$ cat config.mk
export PLATFORM = sky130hd
export DESIGN_NAME = percent_encoding_codec_top
export DESIGN_NICKNAME = d
export VERILOG_FILES = /design/src/rtl/core/pec_pkg.sv /design/src/rtl/core/percent_encoding_codec_top.sv /design/src/rtl/core/pec_front.sv /design/src/rtl/core/pec_job_queue.sv /design/src/rtl/core/pec_back.sv
export VERILOG_INCLUDE_DIRS = /design/src /design/src/rtl/core
export SDC_FILE = /design/constraint.sdc
export NUM_CORES = 1
export LEC_CHECK = 0
export BUFFER_PORTS_ARGS = -buffer_cell sky130_fd_sc_hd__buf_4
export CAP_MARGIN = 20
export CORE_MARGIN = 2
export CORE_UTILIZATION = 55
export CTS_BUF_LIST = sky130_fd_sc_hd__clkbuf_4 sky130_fd_sc_hd__clkbuf_8
export DETAILED_ROUTE_END_ITERATION = 6
export PLACE_DENSITY = 0.87
export SYNTH_ARGS = -nofsm -noshare
export SYNTH_HDL_FRONTEND = slang
export SYNTH_SLANG_ARGS = --single-unit
$ cat constraint.sdc
create_clock -name clk -period 2.65 [get_ports clk]
set_input_delay 0.1325 -clock clk [delete_from_list [all_inputs] [get_ports clk]]
set_output_delay 0.1325 -clock clk [all_outputs]
set_load 0.01 [all_outputs]
$ cat src/rtl/core/percent_encoding_codec_top_assert.svh
// Assertion macros shared by the percent encoding codec RTL
`ifndef PERCENT_ENCODING_CODEC_TOP_ASSERT_SVH
`define PERCENT_ENCODING_CODEC_TOP_ASSERT_SVH

// Same-cycle implication, clocked on clk, quiet while rst_n is low
`define PEC_CHECK(label, ante, cons) \
    label: assert property (@(posedge clk) disable iff (!rst_n) (ante) |-> (cons)) \
        else $error("pec same-cycle check failed");

// Next-cycle implication, clocked on clk, quiet while rst_n is low
`define PEC_CHECK_NEXT(label, ante, cons) \
    label: assert property (@(posedge clk) disable iff (!rst_n) (ante) |=> (cons)) \
        else $error("pec next-cycle check failed");

`endif

$ cat src/rtl/core/pec_pkg.sv
// Package: types, character codes and helper functions for the percent codec
`default_nettype none

package pec_pkg;

    // Character codes
    localparam logic [7:0] CH_PERCENT = 8'h25;
    localparam logic [7:0] CH_PLUS    = 8'h2B;
    localparam logic [7:0] CH_SPACE   = 8'h20;
    localparam logic [7:0] CH_ZERO    = 8'h30;
    localparam logic [7:0] CH_NINE    = 8'h39;
    localparam logic [7:0] CH_UP_A    = 8'h41;
    localparam logic [7:0] CH_UP_F    = 8'h46;
    localparam logic [7:0] CH_UP_Z    = 8'h5A;
    localparam logic [7:0] CH_LO_A    = 8'h61;
    localparam logic [7:0] CH_LO_F    = 8'h66;
    localparam logic [7:0] CH_LO_Z    = 8'h7A;

    // Direction register values
    localparam logic DIR_ENCODE = 1'b0;
    localparam logic DIR_DECODE = 1'b1;

    // Default depth of the job queue between front and back
    localparam int QUEUE_DEPTH_DEF = 2;

    // Escape progress in decode mode (code 3 is never produced and acts as idle)
    typedef enum logic [1:0] {
        PH_IDLE = 2'd0,
        PH_HIGH = 2'd1,
        PH_LOW  = 2'd2
    } hex_phase_t;

    // Result sequencer step in the back end
    typedef enum logic [1:0] {
        STEP_FIRST = 2'd0,
        STEP_HIGH  = 2'd1,
        STEP_LOW   = 2'd2
    } step_t;

    // Job kinds passed from front to back
    typedef enum logic {
        JOB_SINGLE = 1'b0,
        JOB_TRIPLE = 1'b1
    } job_kind_t;

    // One job: a single result, or a three-result escape of data
    typedef struct packed {
        job_kind_t  kind;
        logic [7:0] data;
        logic       last;
        logic       err;
    } job_t;

    // Letters and digits pass through the encoder untouched
    function automatic logic is_alnum(input logic [7:0] b);
        return (b inside {[CH_ZERO:CH_NINE], [CH_UP_A:CH_UP_Z], [CH_LO_A:CH_LO_Z]});
    endfunction

    // Hex digit value; bit 4 set means not a hex digit
    function automatic logic [4:0] hex_value(input logic [7:0] b);
        logic [4:0] v;
        v = 5'h10;
        if (b inside {[CH_ZERO:CH_NINE]}) begin
            v = 5'(b - CH_ZERO);
        end else if (b inside {[CH_UP_A:CH_UP_F]}) begin
            v = 5'(b - CH_UP_A + 8'd10);
        end else if (b inside {[CH_LO_A:CH_LO_F]}) begin
            v = 5'(b - CH_LO_A + 8'd10);
        end
        return v;
    endfunction

    // Upper-case hex character for a nibble
    function automatic logic [7:0] hex_digit(input logic [3:0] n);
        logic [7:0] c;
        if (n < 4'd10) begin
            c = CH_ZERO + {4'd0, n};
        end else begin
            c = CH_UP_A + {4'd0, n} - 8'd10;
        end
        return c;
    endfunction

endpackage

`default_nettype wire

$ cat src/rtl/core/percent_encoding_codec_top.sv
// Top level of the streaming percent encoder / decoder
//
//  Channel  | Handshake        | Payload
//  ---------+------------------+---------------------------------------------
//  config   | cfg_we           | cfg_wdata (direction: 0 encode, 1 decode)
//  input    | push / full      | in_byte[7:0], in_last
//  result   | pop / empty      | out_byte[7:0], run_last, string_end, decode_error
//
//  The front end classifies each item as it is accepted; a letter, digit or decoded
//  byte gives one result item, an encoded escape three: a percent and two hex digits.
//  Sustained rate is set by the single result register: one item per cycle for
//  one-result items while pop drains it; an escape holds it for its three items.
//  Front and back are parted by a QUEUE_DEPTH-entry job queue; full follows it.
//  Reset (rst_n low, asynchronous) selects encode mode and empties everything.
`default_nettype none

module percent_encoding_codec_top #(
    parameter int QUEUE_DEPTH = pec_pkg::QUEUE_DEPTH_DEF
) (
    input  wire logic       clk,
    input  wire logic       rst_n,
    input  wire logic       cfg_we,
    input  wire logic       cfg_wdata,
    input  wire logic       push,
    output logic            full,
    input  wire logic [7:0] in_byte,
    input  wire logic       in_last,
    output logic            empty,
    input  wire logic       pop,
    output logic [7:0]      out_byte,
    output logic            run_last,
    output logic            string_end,
    output logic            decode_error
);
    import pec_pkg::*;

    job_t fe_job, q_job;
    logic fe_push, q_full, q_empty, q_rd;

    // Classification and decode tracking
    pec_front u_front (
        .clk       (clk),
        .rst_n     (rst_n),
        .cfg_we    (cfg_we),
        .cfg_wdata (cfg_wdata),
        .push      (push),
        .full      (full),
        .in_byte   (in_byte),
        .in_last   (in_last),
        .q_full    (q_full),
        .job_push  (fe_push),
        .job       (fe_job)
    );

    // Job queue
    pec_job_queue #(
        .DEPTH (QUEUE_DEPTH)
    ) u_queue (
        .clk     (clk),
        .rst_n   (rst_n),
        .wr_en   (fe_push),
        .wr_job  (fe_job),
        .q_full  (q_full),
        .rd_en   (q_rd),
        .rd_job  (q_job),
        .q_empty (q_empty)
    );

    // Result expansion
    pec_back u_back (
        .clk          (clk),
        .rst_n        (rst_n),
        .rd_job       (q_job),
        .q_empty      (q_empty),
        .rd_en        (q_rd),
        .empty        (empty),
        .pop          (pop),
        .out_byte     (out_byte),
        .run_last     (run_last),
        .string_end   (string_end),
        .decode_error (decode_error)
    );

endmodule

`default_nettype wire

$ cat src/rtl/core/pec_front.sv
// Front end: direction register, decode escape tracking and job classification
`default_nettype none
`include "percent_encoding_codec_top_assert.svh"

module pec_front (
    input  wire logic         clk,
    input  wire logic         rst_n,
    input  wire logic         cfg_we,
    input  wire logic         cfg_wdata,
    input  wire logic         push,
    output logic              full,
    input  wire logic [7:0]   in_byte,
    input  wire logic         in_last,
    input  wire logic         q_full,
    output logic              job_push,
    output pec_pkg::job_t     job
);
    import pec_pkg::*;

    logic       direction_reg;
    hex_phase_t phase_reg, phase_next;
    logic [3:0] high_nibble_reg, high_nibble_next;
    logic       discarding_reg, discarding_next;
    logic       disc_step;
    logic       accept;
    logic       job_valid;
    logic [4:0] hv;

    assign full   = q_full;
    assign accept = push && !q_full;
    assign hv     = hex_value(in_byte);

    // Next decode state; disc_step is the discard flag before end-of-string clearing
    always_comb
    begin
        phase_next       = phase_reg;
        high_nibble_next = high_nibble_reg;
        disc_step        = discarding_reg;
        if (direction_reg == DIR_DECODE && !discarding_reg) begin
            case (phase_reg)
                PH_HIGH:
                begin
                    if (hv[4]) begin
                        disc_step        = 1'b1;
                        phase_next       = PH_IDLE;
                        high_nibble_next = 4'd0;
                    end else begin
                        high_nibble_next = hv[3:0];
                        phase_next       = PH_LOW;
                        if (in_last) disc_step = 1'b1;
                    end
                end
                PH_LOW:
                begin
                    phase_next       = PH_IDLE;
                    high_nibble_next = 4'd0;
                    if (hv[4]) disc_step = 1'b1;
                end
                default:
                begin
                    phase_next = PH_IDLE;
                    if (in_byte == CH_PERCENT) begin
                        phase_next = PH_HIGH;
                        if (in_last) disc_step = 1'b1;
                    end
                end
            endcase
        end
        discarding_next = disc_step;
        if (in_last) begin
            phase_next       = PH_IDLE;
            high_nibble_next = 4'd0;
            discarding_next  = 1'b0;
        end
    end

    // Job produced by the current item
    always_comb
    begin
        job_valid = 1'b0;
        job       = '{kind: JOB_SINGLE, data: in_byte, last: in_last, err: 1'b0};
        if (direction_reg == DIR_ENCODE) begin
            job_valid = 1'b1;
            job.kind  = is_alnum(in_byte) ? JOB_SINGLE : JOB_TRIPLE;
        end else if (in_last && disc_step) begin
            // swallowed string: one error item
            job_valid = 1'b1;
            job.data  = 8'd0;
            job.err   = 1'b1;
        end else if (!discarding_reg) begin
            case (phase_reg)
                PH_HIGH:
                begin
                    job_valid = 1'b0;
                end
                PH_LOW:
                begin
                    job_valid = !hv[4];
                    job.data  = {high_nibble_reg, hv[3:0]};
                end
                default:
                begin
                    job_valid = (in_byte != CH_PERCENT);
                    job.data  = (in_byte == CH_PLUS) ? CH_SPACE : in_byte;
                end
            endcase
        end
    end

    assign job_push = accept && job_valid;

    // State registers
    always_ff @(posedge clk or negedge rst_n)
    begin
        if (!rst_n) begin
            direction_reg   <= DIR_ENCODE;
            phase_reg       <= PH_IDLE;
            high_nibble_reg <= 4'd0;
            discarding_reg  <= 1'b0;
        end else if (cfg_we) begin
            direction_reg   <= cfg_wdata;
            phase_reg       <= PH_IDLE;
            high_nibble_reg <= 4'd0;
            discarding_reg  <= 1'b0;
        end else if (accept) begin
            phase_reg       <= phase_next;
            high_nibble_reg <= high_nibble_next;
            discarding_reg  <= discarding_next;
        end
    end

    // Checks
    `PEC_CHECK(a_encode_state_clear, direction_reg == DIR_ENCODE,
               phase_reg == PH_IDLE && !discarding_reg)
    `PEC_CHECK(a_no_escape_while_discarding, discarding_reg, phase_reg == PH_IDLE)

endmodule

`default_nettype wire

$ cat src/rtl/core/pec_job_queue.sv
// Short job queue between front and back ends
`default_nettype none
`include "percent_encoding_codec_top_assert.svh"

module pec_job_queue #(
    parameter int DEPTH = pec_pkg::QUEUE_DEPTH_DEF
) (
    input  wire logic          clk,
    input  wire logic          rst_n,
    input  wire logic          wr_en,
    input  wire pec_pkg::job_t wr_job,
    output logic               q_full,
    input  wire logic          rd_en,
    output pec_pkg::job_t      rd_job,
    output logic               q_empty
);
    import pec_pkg::*;

    localparam int PTR_W = (DEPTH > 1) ? $clog2(DEPTH) : 1;
    localparam int CNT_W = $clog2(DEPTH + 1);

    job_t             slot_reg [DEPTH];
    logic [PTR_W-1:0] wr_ptr_reg, rd_ptr_reg;
    logic [CNT_W-1:0] count_reg;
    logic             do_wr, do_rd;

    assign q_full  = (count_reg == CNT_W'(DEPTH));
    assign q_empty = (count_reg == '0);
    assign do_wr   = wr_en && !q_full;
    assign do_rd   = rd_en && !q_empty;
    assign rd_job  = slot_reg[rd_ptr_reg];

    // Storage
    always_ff @(posedge clk)
    begin
        if (do_wr) begin
            slot_reg[wr_ptr_reg] <= wr_job;
        end
    end

    // Pointers and fill count
    always_ff @(posedge clk or negedge rst_n)
    begin
        if (!rst_n) begin
            wr_ptr_reg <= '0;
            rd_ptr_reg <= '0;
            count_reg  <= '0;
        end else begin
            if (do_wr) begin
                wr_ptr_reg <= (wr_ptr_reg == PTR_W'(DEPTH - 1)) ? '0 : wr_ptr_reg + 1'b1;
            end
            if (do_rd) begin
                rd_ptr_reg <= (rd_ptr_reg == PTR_W'(DEPTH - 1)) ? '0 : rd_ptr_reg + 1'b1;
            end
            if (do_wr && !do_rd) begin
                count_reg <= count_reg + 1'b1;
            end else if (do_rd && !do_wr) begin
                count_reg <= count_reg - 1'b1;
            end
        end
    end

    // Checks
    `PEC_CHECK(a_count_bound, 1'b1, count_reg <= CNT_W'(DEPTH))

endmodule

`default_nettype wire

$ cat src/rtl/core/pec_back.sv
// Back end: expands jobs into result items behind an output register
`default_nettype none
`include "percent_encoding_codec_top_assert.svh"

module pec_back (
    input  wire logic          clk,
    input  wire logic          rst_n,
    input  wire pec_pkg::job_t rd_job,
    input  wire logic          q_empty,
    output logic               rd_en,
    output logic               empty,
    input  wire logic          pop,
    output logic [7:0]         out_byte,
    output logic               run_last,
    output logic               string_end,
    output logic               decode_error
);
    import pec_pkg::*;

    step_t      step_reg, step_next;
    job_t       hold_reg;
    logic       out_valid_reg;
    logic [7:0] byte_reg;
    logic       run_last_reg, end_reg, err_reg;
    logic       can_load, emit;
    logic [7:0] e_byte;
    logic       e_run_last, e_end, e_err;

    // Output register may take a new item when free or being drained
    assign can_load = !out_valid_reg || pop;

    // Next step
    always_comb
    begin
        step_next = step_reg;
        case (step_reg)
            STEP_FIRST:
            begin
                if (can_load && !q_empty && rd_job.kind == JOB_TRIPLE) begin
                    step_next = STEP_HIGH;
                end
            end
            STEP_HIGH:
            begin
                if (can_load) step_next = STEP_LOW;
            end
            STEP_LOW:
            begin
                if (can_load) step_next = STEP_FIRST;
            end
            default:
            begin
                step_next = STEP_FIRST;
            end
        endcase
    end

    // Item to emit and queue read
    always_comb
    begin
        rd_en      = 1'b0;
        emit       = 1'b0;
        e_byte     = rd_job.data;
        e_run_last = 1'b1;
        e_end      = rd_job.last;
        e_err      = rd_job.err;
        case (step_reg)
            STEP_FIRST:
            begin
                rd_en = can_load && !q_empty;
                emit  = can_load && !q_empty;
                if (rd_job.kind == JOB_TRIPLE) begin
                    e_byte     = CH_PERCENT;
                    e_run_last = 1'b0;
                    e_end      = 1'b0;
                    e_err      = 1'b0;
                end
            end
            STEP_HIGH:
            begin
                emit       = can_load;
                e_byte     = hex_digit(hold_reg.data[7:4]);
                e_run_last = 1'b0;
                e_end      = 1'b0;
                e_err      = 1'b0;
            end
            STEP_LOW:
            begin
                emit       = can_load;
                e_byte     = hex_digit(hold_reg.data[3:0]);
                e_run_last = 1'b1;
                e_end      = hold_reg.last;
                e_err      = 1'b0;
            end
            default:
            begin
                emit = 1'b0;
            end
        endcase
    end

    // Control registers
    always_ff @(posedge clk or negedge rst_n)
    begin
        if (!rst_n) begin
            step_reg      <= STEP_FIRST;
            out_valid_reg <= 1'b0;
        end else begin
            step_reg <= step_next;
            if (emit) begin
                out_valid_reg <= 1'b1;
            end else if (pop) begin
                out_valid_reg <= 1'b0;
            end
        end
    end

    // Payload registers
    always_ff @(posedge clk)
    begin
        if (rd_en) begin
            hold_reg <= rd_job;
        end
        if (emit) begin
            byte_reg     <= e_byte;
            run_last_reg <= e_run_last;
            end_reg      <= e_end;
            err_reg      <= e_err;
        end
    end

    assign empty        = !out_valid_reg;
    assign out_byte     = byte_reg;
    assign run_last     = run_last_reg;
    assign string_end   = end_reg;
    assign decode_error = err_reg;

    // Checks
    `PEC_CHECK(a_escape_keeps_output, step_reg != STEP_FIRST, out_valid_reg)
    `PEC_CHECK(a_error_item_shape, out_valid_reg && err_reg,
               run_last_reg && end_reg && byte_reg == 8'd0)
    `PEC_CHECK_NEXT(a_high_then_low, step_reg == STEP_HIGH && can_load, step_reg == STEP_LOW)

endmodule

`default_nettype wire
==> results of run 1 <==
stage by stage:
stage | cell area (sq um) | utilization | hold WS (ps)
6_report | 3737 | 0.6705 | 47.25
4_1_cts | 3726 | 0.6685 | 34.43
5_1_grt | 3737 | 0.6705 | 30.15
3_3_place_gp | 3500 | 0.6278 | 3.996
2_1_floorplan | 3199 | - | -163.1
3_5_place_dp | 3500 | 0.6278 | 4.907
per-layer routing:
| metal | global-route usage | part of all wire | up-vias |
|---|---|---|---|
| li1 | - | - | 1174 |
| met1 | 0.2517 | 0.40 | 1156 |
| met2 | 0.4092 | 0.52 | 88 |
| met3 | 0.04382 | 0.048 | 15 |
| met4 | 0.1169 | 0.037 | 0 |
| met5 | 0 | 0 | - |
power by group through the flow:
stage / Sequential (uW) / Clock, uW / Combinational [uW]
final: 1520 / 818 / 1410
after global routing: 1550 / 881 / 1560
after CTS: 1530 / 836 / 1410
after detailed placement: 1540 / 0 / 1390
after global placement: 1520 / 0 / 1340
after floorplan: 1550 / 0 / 884
repair_timing:
action	4_1_cts	5_1_grt
setup endpoints to repair	0	13
hold endpoints to repair	17	0
resized for setup	0	1
hold buffers	2	0
cells in the final DEF, fill, tap and decap left out, types with 4 or more instances in the layout:
cell / netlist / final
edfxtp_1: 42 / 42
buf_4: 1 / 35
inv_1: 23 / 23
nand2_1: 22 / 22
o21ai_0: 20 / 20
nor2_1: 19 / 19
a21oi_1: 16 / 16
dfrtp_1: 15 / 15
ha_1: 13 / 13
clkbuf_8: 0 / 11
mux2_2: 10 / 10
nand3_1: 7 / 7
mux2i_1: 6 / 6
nand2b_1: 6 / 6
nor3_1: 6 / 6
a31oi_1: 6 / 6
nor2b_1: 5 / 5
and2_1: 5 / 5
xnor2_1: 5 / 5
a22o_1: 5 / 5
o21ai_1: 4 / 4
kinds of logic after synthesis:
family / share of synthesized area
xor gates and xnor gates: 0.02190
buffers and inverters: 0.04341
AOI/OAI and AO/OA: 0.1807
adders and majority gates: 0.05084
and+or+nand+nor: 0.1377
DFF: 0.5115
muxes: 0.05397
final cells by class:
| cell class | instances | area [sq um] |
|---|---|---|
| Sequential cell | 57 | 1637 |
| Tap cell | 72 | 90.09 |
| Clock buffer | 13 | 166.4 |
| Inverter | 23 | 86.33 |
| Clock inverter | 3 | 40.04 |
| Multi-Input combinational cell | 207 | 1435 |
| Timing Repair Buffer | 37 | 282.8 |
| Fill cell | 433 | 1837 |
worst min-delay path by stage:
| stage | from | end |
|---|---|---|
| 2_1_floorplan | rst_n | u_back.out_valid_reg |
| 3_3_place_gp | rst_n | u_queue.count_reg[0] |
| 3_5_place_dp | rst_n | u_front.high_nibble_reg[1] |
| 4_1_cts | cfg_wdata | u_front.direction_reg |
| 5_1_grt | cfg_wdata | u_front.direction_reg |
| 6_report | cfg_wdata | u_front.direction_reg |
Yosys cell counts, types with 3 or more instances:
library cell,number
nand2b_1,6
nor2_1,19
a21oi_1,16
o21ai_1,4
nor4_1,3
dfrtp_1,15
mux2_2,10
nor2b_1,5
a31oi_1,6
xnor2_1,5
inv_1,23
and2_1,5
mux2i_1,6
edfxtp_1,42
clkbuf_1,7
nand2_1,22
a22o_1,5
buf_2,3
nor3_1,6
ha_1,13
xor2_1,3
nand3_1,7
a32oi_1,3
o21ai_0,20
worst max-delay path, delay by kind of cell (launching register included):
kind,cells,cell delay (ps)
and+or+nand+nor,2,300
xor gates and xnor gates,1,150
DFF,1,370
adders and majority gates,2,610
AOI/OAI and AO/OA,3,780
buffers and inverters,2,160
==> impl_metrics.json, run 1 <==
{
  "power_frac_seq": 0.406,
  "hold_viol_final": 0,
  "synth.distinct_cells": 58,
  "cts_setup_buffers": 0,
  "crit_end": "u_queue.count_reg[1]",
  "wl_um": 6648,
  "placed_cells": 394,
  "worstMarginPinSlew_ps": 492.1,
  "path_clk_slew_ps": 70,
  "path_cells": "inv_1, ha_1, inv_1, a31o_2, nand3_1, a211o_1, a41oi_4, ha_1, nor2_1, xor2_1",
  "ir_worst_vdd_mv": 0.5962,
  "pre_cts_slack_ps": 171.9,
  "gp_congestion": 0.8636,
  "synthCells": 299,
  "tns_ps": 0,
  "cts_max_level": 3,
  "gr-usage-all-layers": 0.2267,
  "clock_skew_ps": 11.00,
  "slew_headroom": 0.6704,
  "r2r_end": "u_queue.count_reg[1]",
  "max_freq_mhz": 406.5,
  "setup_viol": 0,
  "grt_max_degree": 16,
  "ys.warnings.count": 0,
  "async_reset_ff_frac": 0.2632,
  "power_density_nw_per_um2": 1004,
  "first_pass_iters": 5,
  "drt_iter0_drc": 133,
  "clock_path_buffers": 2,
  "netSwitchingFraction": 0.3356,
  "rows": 27,
  "ioPinCount": 28,
  "diodes": 0,
  "core-area_sq_um": 5574,
  "antenna_found_initial": 0,
  "path_max_fanout": 5,
  "cp.required_ps": 2900,
  "antenna_left": 0,
  "largest_reg_flops": 22,
  "startpoint": "u_front.phase_reg[0]",
  "synth_seq_cells": 57,
  "grt_overflow_total": 0,
  "start_util": 0.5740,
  "cts_made_buffers": 9,
  "cp.arrival_ps": 2710,
  "final-max-slew-violation-count": 0,
  "period_share": 0.9284,
  "power_uw": 3753,
  "drv_cap": 0,
  "clockPowerShare": 0.218,
  "clockRootBuffer": "clkbuf_8",
  "fp.dieArea_sq_um": 6443,
  "cts.sinks": 57,
  "synth_area_leaders": "edfxtp_1, dfrtp_1, ha_1",
  "cp-start-kind": "register",
  "syn-num-nets": 327,
  "status": "completed",
  "hp-class": "in2reg",
  "leakagePower_uw": 0.001486,
  "crit_path_end_kind": "register",
  "cpMaxStageDelayCell": "a211o_1",
  "grt_pass1_vias": 2375,
  "r2r_start": "u_front.phase_reg[0]",
  "wire_per_inst_um": 16.14,
  "synth_largest_area_cell": "edfxtp_1",
  "max_stage_delay_ps": 400,
  "dp_hpwl_um": 4935,
  "cts_tree": "yes",
  "yosysSeqAreaShare": 0.5115,
  "syn_area_sq_um": 3199,
  "ys.flop_type": "edfxtp_1",
  "period_minus_slack_ps": 2460,
  "drc": 0,
  "rrSetupSlack_ps": 190,
  "die-width_um": 80.27,
  "clk_latency_ps": 330,
  "reg2regPathDepth": 10,
  "grt_pass1_wl_um": 10890,
  "p_int_uw": 2494,
  "switchingPower_uw": 1259,
  "dieHeight_um": 80.27,
  "area_growth_pct": 16.82,
  "fin_ws_ps": 189.9,
  "layout-drive-gt1-share": 0.2029,
  "portBuffers": 27,
  "final_net_count": 363,
  "vias": 2433,
  "critPathKind": "reg2reg",
  "syn_area_per_cell_sq_um": 10.70,
  "synth_edf_count": 42,
  "whs_path_depth": 2,
  "comb_power_share": 0.376,
  "synth_top_cell_area_share": 0.3942,
  "stdcell_count": 412,
  "via_per_inst": 5.905
}
(Power assumes the default switching activity.)
==> run 2, diff against run 1 <==
- PLACE_DENSITY: 0.87 -> 0.84
- clock period: 2.65 -> 2.4 ns (I/O delays scaled with it)
==> impl_metrics.json, run 2 (synthesis results as in run 1) <==
{
  "cts_made_buffers": 9,
  "place_area_sq_um": 3565,
  "path_max_fanout": 9,
  "grt_max_degree": 16,
  "wl_um": 6594,
  "drc": 0,
  "cts_max_level": 3,
  "path_clk_slew_ps": 70,
  "layout_common_cells": "edfxtp_1, buf_4, nand2_1",
  "crit_path_end_kind": "register",
  "via_per_inst": 5.806,
  "leakagePower_uw": 0.001523,
  "area_growth_pct": 19.91,
  "gr-usage-all-layers": 0.2246,
  "critPathKind": "reg2reg",
  "cp.depth": 11,
  "grt_pass1_wl_um": 10960,
  "antenna_left": 0,
  "grt_pass1_vias": 2336,
  "slew_headroom": 0.6581,
  "cts.sinks": 57,
  "layout-drive-gt1-share": 0.2399,
  "grt_overflow_total": 0,
  "max_freq_mhz": 421.6,
  "dieHeight_um": 80.27,
  "cts_tree": "yes",
  "period_minus_slack_ps": 2372,
  "power_frac_seq": 0.397,
  "r2r_start": "u_front.phase_reg[0]",
  "crit_end": "u_queue.count_reg[1]",
  "final_net_count": 369,
  "die-width_um": 80.27,
  "startpoint": "u_front.phase_reg[0]",
  "clockRootBuffer": "clkbuf_8",
  "start_util": 0.5740,
  "final-max-slew-violation-count": 0,
  "ir_worst_vdd_mv": 0.7084,
  "final_common_cell": "edfxtp_1",
  "power_uw": 4233,
  "max_stage_delay_ps": 400,
  "diodes": 0,
  "reg2regPathDepth": 11,
  "cpMaxStageDelayCell": "dfrtp_1",
  "switchingPower_uw": 1401,
  "comb_power_share": 0.380,
  "ioPinCount": 28,
  "rows": 27,
  "wire_per_inst_um": 15.78,
  "crit_buf_inv": 2,
  "rrSetupSlack_ps": 30,
  "p_int_uw": 2831,
  "setup_viol": 0,
  "drv_cap": 0,
  "clockPowerShare": 0.223,
  "critPathTopFamily": "adder cells",
  "antenna_found_initial": 0,
  "status": "completed",
  "clk_latency_ps": 330,
  "core-area_sq_um": 5574,
  "hold_viol_final": 0,
  "gp_congestion": 0.9426,
  "r2r_end": "u_queue.count_reg[1]",
  "portBuffers": 27,
  "cp.required_ps": 2610,
  "first_pass_iters": 4,
  "fin_area_sq_um": 3836,
  "drt_iter0_drc": 114,
  "tns_ps": 0,
  "hp-class": "in2reg",
  "cp.arrival_ps": 2580,
  "period_share": 0.9884,
  "largest_reg_flops": 22,
  "path_cells": "inv_2, ha_4, buf_4, and4_4, nor2_1, o221ai_2, a41oi_2, ha_2, xor2_1, nor2_1, xor2_1",
  "cp-start-kind": "register",
  "worstMarginPinSlew_ps": 508.2,
  "dp_hpwl_um": 4776,
  "netSwitchingFraction": 0.3311,
  "vias": 2427,
  "fp.dieArea_sq_um": 6443,
  "clock_path_buffers": 2,
  "clock_skew_ps": 8.698,
  "power_density_nw_per_um2": 1103
}
[run 2: layout make-up]
type	count	area (sq um)
Clock inverter	2	35.03
Tap cell	72	90.09
Timing Repair Buffer	43	352.8
Multi-Input combinational cell	207	1455
Inverter	23	86.33
Clock buffer	14	180.2
Fill cell	417	1738
Sequential cell	57	1637
[run 2: power groups by stage]
stage	registers, uW	clock network [uW]	logic [uW]
2_1_floorplan	1720	0	977
3_3_place_gp	1680	0	1530
3_5_place_dp	1700	0	1570
4_1_cts	1680	959	1610
5_1_grt	1710	1010	1780
6_report	1680	945	1610
[run 2: worst min-delay path by stage]
stage | slack, ps | endpoint | start | cells past startpoint
floorplan | -180 | u_back.out_valid_reg | rst_n | 0
global placement | -7 | u_queue.wr_ptr_reg | rst_n | 1
detailed placement | -3 | u_queue.wr_ptr_reg | rst_n | 1
CTS | 8 | u_front.direction_reg | cfg_wdata | 2
global route | 20 | u_front.direction_reg | cfg_wdata | 2
finish | 20 | u_front.direction_reg | cfg_wdata | 2
[run 2: metal layers]
layer  track usage  up-vias  part of all wire
met4        0.1305        0             0.028
li1              -     1191                 -
met5             0        -                 0
met3       0.03483       18             0.044
met1        0.2725     1123              0.42
met2        0.3783       95              0.51
[run 2: per-stage QoR]
| step | cells | util | hold WS (ps) | worst slack [ps] |
|---|---|---|---|---|
| after floorplan | 299 | - | -175.6 | 28.16 |
| after global placement | 399 | 0.6395 | -7.146 | 69.20 |
| after detailed placement | 399 | 0.6395 | -3.396 | 21.70 |
| after CTS | 418 | 0.6857 | 8.229 | 36.69 |
| after global routing | 418 | 0.6882 | 15.71 | -74.34 |
| final | 418 | 0.6882 | 21.64 | 27.90 |
[run 2: timing repair]
| item | 4_1_cts | 5_1_grt |
|---|---|---|
| setup endpoints to repair | 12 | 23 |
| gates resized for setup | 2 | 5 |
| setup buffers | 1 | 0 |
| hold endpoints to repair | 17 | 0 |
| hold buffers | 2 | 0 |
| pin swaps | 2 | 5 |
==> run 3, diff against run 2 <==
- BUFFER_PORTS_ARGS: -buffer_cell sky130_fd_sc_hd__buf_4 -> -buffer_cell sky130_fd_sc_hd__clkbuf_2
- CTS_BUF_LIST: sky130_fd_sc_hd__clkbuf_4 sky130_fd_sc_hd__clkbuf_8 -> sky130_fd_sc_hd__clkbuf_4
- PLACE_DENSITY: 0.84 -> 0.85
==> impl_metrics.json, run 3 (synthesis results as in run 1) <==
{
  "final_net_count": 374,
  "fin_area_sq_um": 3736,
  "drc": 0,
  "rsz0062_at_grt": "no",
  "start_util": 0.5740,
  "whs_ps": 88.10,
  "worstMarginPinSlew_ps": 474.5,
  "max_freq_mhz": 435.9,
  "period_share": 0.9559,
  "rows": 27,
  "drv_cap": 0,
  "final_common_cell": "edfxtp_1",
  "via_per_inst": 5.879,
  "hold_end": "u_queue.slot_reg[1][1]",
  "reg2regPathDepth": 8,
  "die-width_um": 80.27,
  "ir_worst_vdd_mv": 0.6476,
  "layout_common_cells": "edfxtp_1, clkbuf_2, inv_1",
  "path_clk_slew_ps": 100,
  "final-max-slew-violation-count": 0,
  "gp_congestion": 0.9543,
  "comb_power_share": 0.411,
  "cts_tree": "yes",
  "grt_max_degree": 16,
  "clockPowerShare": 0.147,
  "switchingPower_uw": 1390,
  "antenna_left": 0,
  "grt_pass1_vias": 2365,
  "dp_hpwl_um": 4960,
  "netSwitchingFraction": 0.3654,
  "clock_path_buffers": 2,
  "path_cells": "ha_1, buf_6, and4_4, nor2_2, o221ai_4, a41oi_4, nor2b_4, buf_12",
  "cp-start-kind": "register",
  "diodes": 0,
  "clock_skew_ps": 11.30,
  "rrSetupSlack_ps": 110,
  "grt_pass1_wl_um": 10700,
  "hp-class": "in2reg",
  "leakagePower_uw": 0.001495,
  "largest_reg_flops": 22,
  "path_max_fanout": 12,
  "crit_path_end_kind": "register",
  "portBuffers": 27,
  "dieHeight_um": 80.27,
  "hold_start": "in_last",
  "cts_made_buffers": 9,
  "ioPinCount": 28,
  "setup_viol": 0,
  "power_frac_seq": 0.442,
  "wl_um": 6532,
  "cpMaxStageDelayCell": "dfrtp_1",
  "p_int_uw": 2414,
  "wire_per_inst_um": 15.44,
  "cts.sinks": 57,
  "gr-usage-all-layers": 0.2182,
  "antenna_found_initial": 0,
  "crit_buf_inv": 2,
  "placed_cells": 403,
  "tns_ps": 0,
  "hold_viol_final": 0,
  "first_pass_iters": 5,
  "status": "completed",
  "stdcell_count": 423,
  "fp.dieArea_sq_um": 6443,
  "period_minus_slack_ps": 2294,
  "cp.required_ps": 2500,
  "critPathKind": "reg2reg",
  "critPathTopFamily": "simple AND/OR/NAND/NOR gates",
  "grt_overflow_total": 0,
  "r2r_start": "u_front.phase_reg[1]",
  "clk_latency_ps": 380,
  "area_growth_pct": 16.78,
  "drt_iter0_drc": 156,
  "layout-drive-gt1-share": 0.2450,
  "vias": 2487,
  "cp.arrival_ps": 2390,
  "place_area_sq_um": 3527,
  "r2r_end": "u_queue.slot_reg[0][5]",
  "clockRootBuffer": "clkbuf_4",
  "max_stage_delay_ps": 410,
  "core-area_sq_um": 5574,
  "slew_headroom": 0.6803,
  "cts_max_level": 3,
  "whs_path_depth": 1,
  "power_density_nw_per_um2": 1018
}
-- run 3: cell count changes in the layout (fill, tap and decap cells not counted), moves of 3 or more --
cell and delta:
buf_4 -24, clkbuf_2 +27, clkbuf_4 +8, clkbuf_8 -12
clkinv_2 +3
-- run 3: worst max path at each step --
| stage | startpoint | to | slack [ps] | depth (start not counted) |
|---|---|---|---|---|
| after floorplan | in_byte[1] | u_queue.slot_reg[0][0] | 30 | 9 |
| after global placement | u_front.phase_reg[0] | u_queue.count_reg[1] | 100 | 10 |
| after detailed placement | u_front.phase_reg[0] | u_queue.count_reg[1] | 50 | 10 |
| after CTS | u_front.phase_reg[0] | u_queue.slot_reg[0][5] | -2 | 9 |
| after global routing | u_front.phase_reg[1] | u_queue.slot_reg[0][3] | 10 | 8 |
| final | u_front.phase_reg[1] | u_queue.slot_reg[0][5] | 110 | 8 |
-- run 3: final cells by class --
type                    instances  area (sq um)
clock inverters                 6         33.78
flip-flops and latches         57          1637
inverters                      23         86.33
clock buffers                  10         75.07
fillers                       437          1838
well taps                      72         90.09
multi-input cells             207          1485
repair buffers                 48         329.1
-- run 3: power groups by stage --
stage / clock (uW) / combinational, uW / sequential, uW
2_1_floorplan: 0 / 977 / 1720
3_3_place_gp: 0 / 1460 / 1680
3_5_place_dp: 0 / 1520 / 1700
4_1_cts: 576 / 1530 / 1680
5_1_grt: 618 / 1730 / 1720
6_report: 557 / 1560 / 1680
-- run 3: per-layer routing --
layer / vias up / global-route usage / part of all wire
met1: 1138 / 0.2387 / 0.39
met5: - / 0 / 0
li1: 1204 / - / -
met2: 122 / 0.3858 / 0.51
met4: 0 / 0.1322 / 0.040
met3: 23 / 0.04494 / 0.059
-- run 3: timing repair --
item	4_1_cts	5_1_grt
setup endpoints to repair	1	23
pin swaps	1	6
hold endpoints to repair	18	0
setup buffers	0	1
resized for setup	0	11
hold buffers	3	0
-- run 3: metrics by stage --
| step | setup slack [ps] | power, uW | util |
|---|---|---|---|
| after global routing | 12.13 | 4071 | 0.6703 |
| after detailed placement | 48.48 | 3220 | 0.6328 |
| after floorplan | 28.16 | 2695 | - |
| after CTS | -1.765 | 3787 | 0.6577 |
| final | 105.8 | 3803 | 0.6703 |
| after global placement | 103.1 | 3146 | 0.6328 |
